**src/sv/rst_pkg.sv**
```systemverilog
// Package: shared types and codes for the ranked score table.
`timescale 1ns / 1ps
package rst_pkg;

  localparam int unsigned TYPE_W   = 2;
  localparam int unsigned ID_W     = 10;
  localparam int unsigned LEVEL_W  = 8;
  localparam int unsigned EXP_W    = 31;
  localparam int unsigned STATUS_W = 2;
  localparam int unsigned RANK_W   = 8;
  localparam int unsigned COUNT_W  = 9;
  localparam int unsigned KEY_W    = LEVEL_W + EXP_W;

  localparam logic [TYPE_W-1:0] REQ_INSERT = 2'd0;
  localparam logic [TYPE_W-1:0] REQ_UPDATE = 2'd1;
  localparam logic [TYPE_W-1:0] REQ_REMOVE = 2'd2;
  localparam logic [TYPE_W-1:0] REQ_NOP    = 2'd3;

  localparam logic [STATUS_W-1:0] ST_OK      = 2'd0;
  localparam logic [STATUS_W-1:0] ST_FULL    = 2'd1;
  localparam logic [STATUS_W-1:0] ST_UNKNOWN = 2'd2;
  localparam logic [STATUS_W-1:0] ST_DUP     = 2'd3;

  typedef struct packed {
    logic [TYPE_W-1:0]  req_type;
    logic [ID_W-1:0]    entry_id;
    logic [LEVEL_W-1:0] level;
    logic [EXP_W-1:0]   experience;
  } req_t;

  typedef struct packed {
    logic [STATUS_W-1:0] status;
    logic [RANK_W-1:0]   rank;
    logic [COUNT_W-1:0]  entry_count;
  } rsp_t;

  // Key compare result of the shared comparator.
  typedef struct packed {
    logic gt;
    logic eq;
  } cmp_t;

endpackage

```
**src/sv/rst_cmp.sv**
```systemverilog
// Shared key comparator: level first, then experience.
`timescale 1ns / 1ps
module rst_cmp (
  input  logic [rst_pkg::KEY_W-1:0] key_a,
  input  logic [rst_pkg::KEY_W-1:0] key_b,
  output rst_pkg::cmp_t             res
);
  import rst_pkg::*;

  // Level sits in the upper bits, so one unsigned compare covers both keys.
  assign res.gt = key_a > key_b;
  assign res.eq = key_a == key_b;

endmodule

```
**config.mk**
```make
export PLATFORM = sky130hd
export DESIGN_NAME = rst_cmp
export DESIGN_NICKNAME = d
export VERILOG_FILES = /design/src/sv/rst_pkg.sv /design/src/sv/rst_cmp.sv
export SDC_FILE = /design/constraint.sdc
export NUM_CORES = 1
export LEC_CHECK = 0
export ABC_CLOCK_PERIOD_IN_PS = 4600
export BUFFER_PORTS_ARGS = -buffer_cell sky130_fd_sc_hd__clkbuf_2
export CAP_MARGIN = 30
export CORE_AREA = 2 2 50 52
export DETAILED_ROUTE_END_ITERATION = 7
export DIE_AREA = 0 0 52 54
export PLACE_DENSITY = 0.91
export SYNTH_ARGS = -nofsm -noshare
export SYNTH_HDL_FRONTEND = slang
export SYNTH_SLANG_ARGS = --single-unit
```
**constraint.sdc**
```tcl
create_clock -name vclk -period 4.6
set_input_delay 0.69 -clock vclk [all_inputs]
set_output_delay 0.69 -clock vclk [all_outputs]
set_load 0.03 [all_outputs]
```
==> metrics <==
Post-Route WL 2200 um; Hold WS 1.99 ns; sequential share of power 0%; Final GP Congestion 0.684; synth top area cells ha_1 49%, inv_1 15%, a21oi_1 6.6%, nand4_1 3.8%, nand2_1 3.4%; Pins Over Slew Limit 0; CLK BUF 0; die area 2810 um2; Pre-antenna DRT Iters 4; Final period util 66.3%; P_leak 0.972 nW; Setup Total Neg Slack 0 ns; CP startpoint kind input port; max_cap viols 0; Area Overhead vs Synth 44.1%; Syn. warnings 0; Wirelength per Cell 8.87 um; layout cells sized above 1 38.1%; Slew headroom 72.3%; Seq/Total Area, Yosys 0%; post-synthesis xor/xnor area fraction 0%; CP endpoint kind primary output; Remaining DRCs 0; post-synthesis adder-cell area fraction 49.2%; Synthesized Nets 255; via count 1186; worst hold path type in -> out; status finished clean; Tmin final 3.05 ns; Final Cell Area 1430 um2; drt via density 4.78; Post-DRT Antenna Nets 0; core area 2320 um2; GR Util All Layers 15.9%; multiplexer area fraction after synthesis 0%; RSZ-0062 raised after global routing false; Filler cells 232; Max IR drop VDD 0.0424 mV; simple-gate share of the synthesized area 15.6%; share of the synthesized area in the top cell type 49.2%; cell count of the worst hold path 5; combinational share of power 100.0%; endpoints failing hold 0; PwrDens 75.1 nW/um2; Compound-Gate Fraction of Synth Area 20.1%; Critical Path RT 3.91 ns; Netlist Area Pre-Place 992 um2; GRT overflow 0; Int Pwr 0.0000581 W; Boundary Pins 80; DPL Wire Length 2230 um; Syn Inst Count 138; Max Freq 328 MHz; Yosys cell types 27; total net switching power 0.0000493 W; Util after Layout 61.7%; Die X 52 um; IO Port Bufs 80; pin count of the biggest net entering global routing 4; share of total power in the clock network 0%; antenna cells 0; Worst Tran Pin Value 0.412 ns; vias in the first global route 1064; largest family of logic cells by synthesized area adder cells; endpoint of the worst hold path res[1]; Synth area leader ha_1; Layout Nets 337; 1st-iter DRT viols 4; Final setup viols 0; largest fanout on the critical path 3; Avg Synthesized Cell Area 7.19 um2; number of flip-flops and latches 0; first-pass GRT wire length 3640 um; Hold Buf Count CTS 0; placed cell area 1430 um2; initial antenna violation count 0; Initial Util 42.8%; CP Class in -> out; Die Span Y 54 um; arrival time worst endpoint 2.36 ns; hold path start key_a[38]; sw frac 45.9%; multi-input logic area 842 um2; Post-CTS Setup Repair Bufs 0; row cnt 18; # resized after CTS 0; Reg area 0 um2
-- critical path, cell delays in order --
cell	delay [ns]
clkbuf_2	0.08
inv_1	0.03
ha_1	0.30
nand4_1	0.16
nor4_1	0.45
o211a_1	0.22
o41ai_1	0.06
a21oi_1	0.15
clkbuf_2	0.22
-- metrics by stage --
stage          total power [W]  setup WS, ns  std cells
6_report              0.000107          1.55        248
3_3_place_gp          0.000105          1.53        248
3_5_place_dp          0.000109          1.52        248
2_1_floorplan        0.0000622          1.71        138
4_1_cts               0.000110          1.52        248
5_1_grt               0.000126          1.38        248
-- cells in the mapped netlist, drive strengths merged --
cell type / instances
nand4: 6
o211ai: 1
a2111oi: 1
o21ai: 2
a21boi: 1
nor3: 1
o41ai: 1
a21oi: 15
o211a: 1
a221o: 1
nand2: 9
nor2: 4
o21a: 1
nor4: 1
a211oi: 1
o31a: 1
ha: 39
o2bb2ai: 1
a21o: 2
nor2b: 1
nand3: 4
and3: 1
and4: 2
nand3b: 1
inv: 40
-- power groups by stage --
stage | Combinational [W] | Clock [W] | Sequential [W]
after detailed placement | 0.000109 | 0 | 0
after floorplan | 0.0000622 | 0 | 0
after global routing | 0.000126 | 0 | 0
after CTS | 0.000110 | 0 | 0
after global placement | 0.000105 | 0 | 0
final | 0.000107 | 0 | 0
-- layout make-up --
class | instances | share of cell area, %
well taps | 30 | 2.62
multi-input cells | 98 | 58.9
repair buffers | 80 | 28.0
inverters | 40 | 10.5
-- cells by family after synthesis --
| group | Yosys count |
|---|---|
| compound gates | 29 |
| fa+ha+maj | 39 |
| buf+inv | 40 |
| simple gates | 30 |
-- cells in the final DEF, fill, tap and decap left out, drive strengths merged, types with 2 or more instances in the layout --
cell	netlist	layout
a21o	2	2
nand3	4	4
inv	40	40
ha	39	39
nor2	4	4
nand4	6	6
o21ai	2	2
nand2	9	9
and4	2	2
clkbuf	0	80
a21oi	15	15
-- how the worst max path moves through the flow --
stage | cells past startpoint | to | startpoint
2_1_floorplan | 7 | res[1] | key_b[21]
3_3_place_gp | 9 | res[1] | key_b[21]
3_5_place_dp | 9 | res[1] | key_b[21]
4_1_cts | 9 | res[1] | key_b[21]
5_1_grt | 9 | res[1] | key_b[21]
6_report | 9 | res[1] | key_b[21]
-- metal layers --
layer	vias up	part of all wire, %	routed length [um]	track usage, %
met5	-	0	0	0
met4	0	0	0	0
met3	0	9.8	216	2.22
met2	46	53	1160	35.7
met1	496	37	821	15.7
li1	644	-	-	-
No activity file was read; power rests on OpenSTA's default activity.
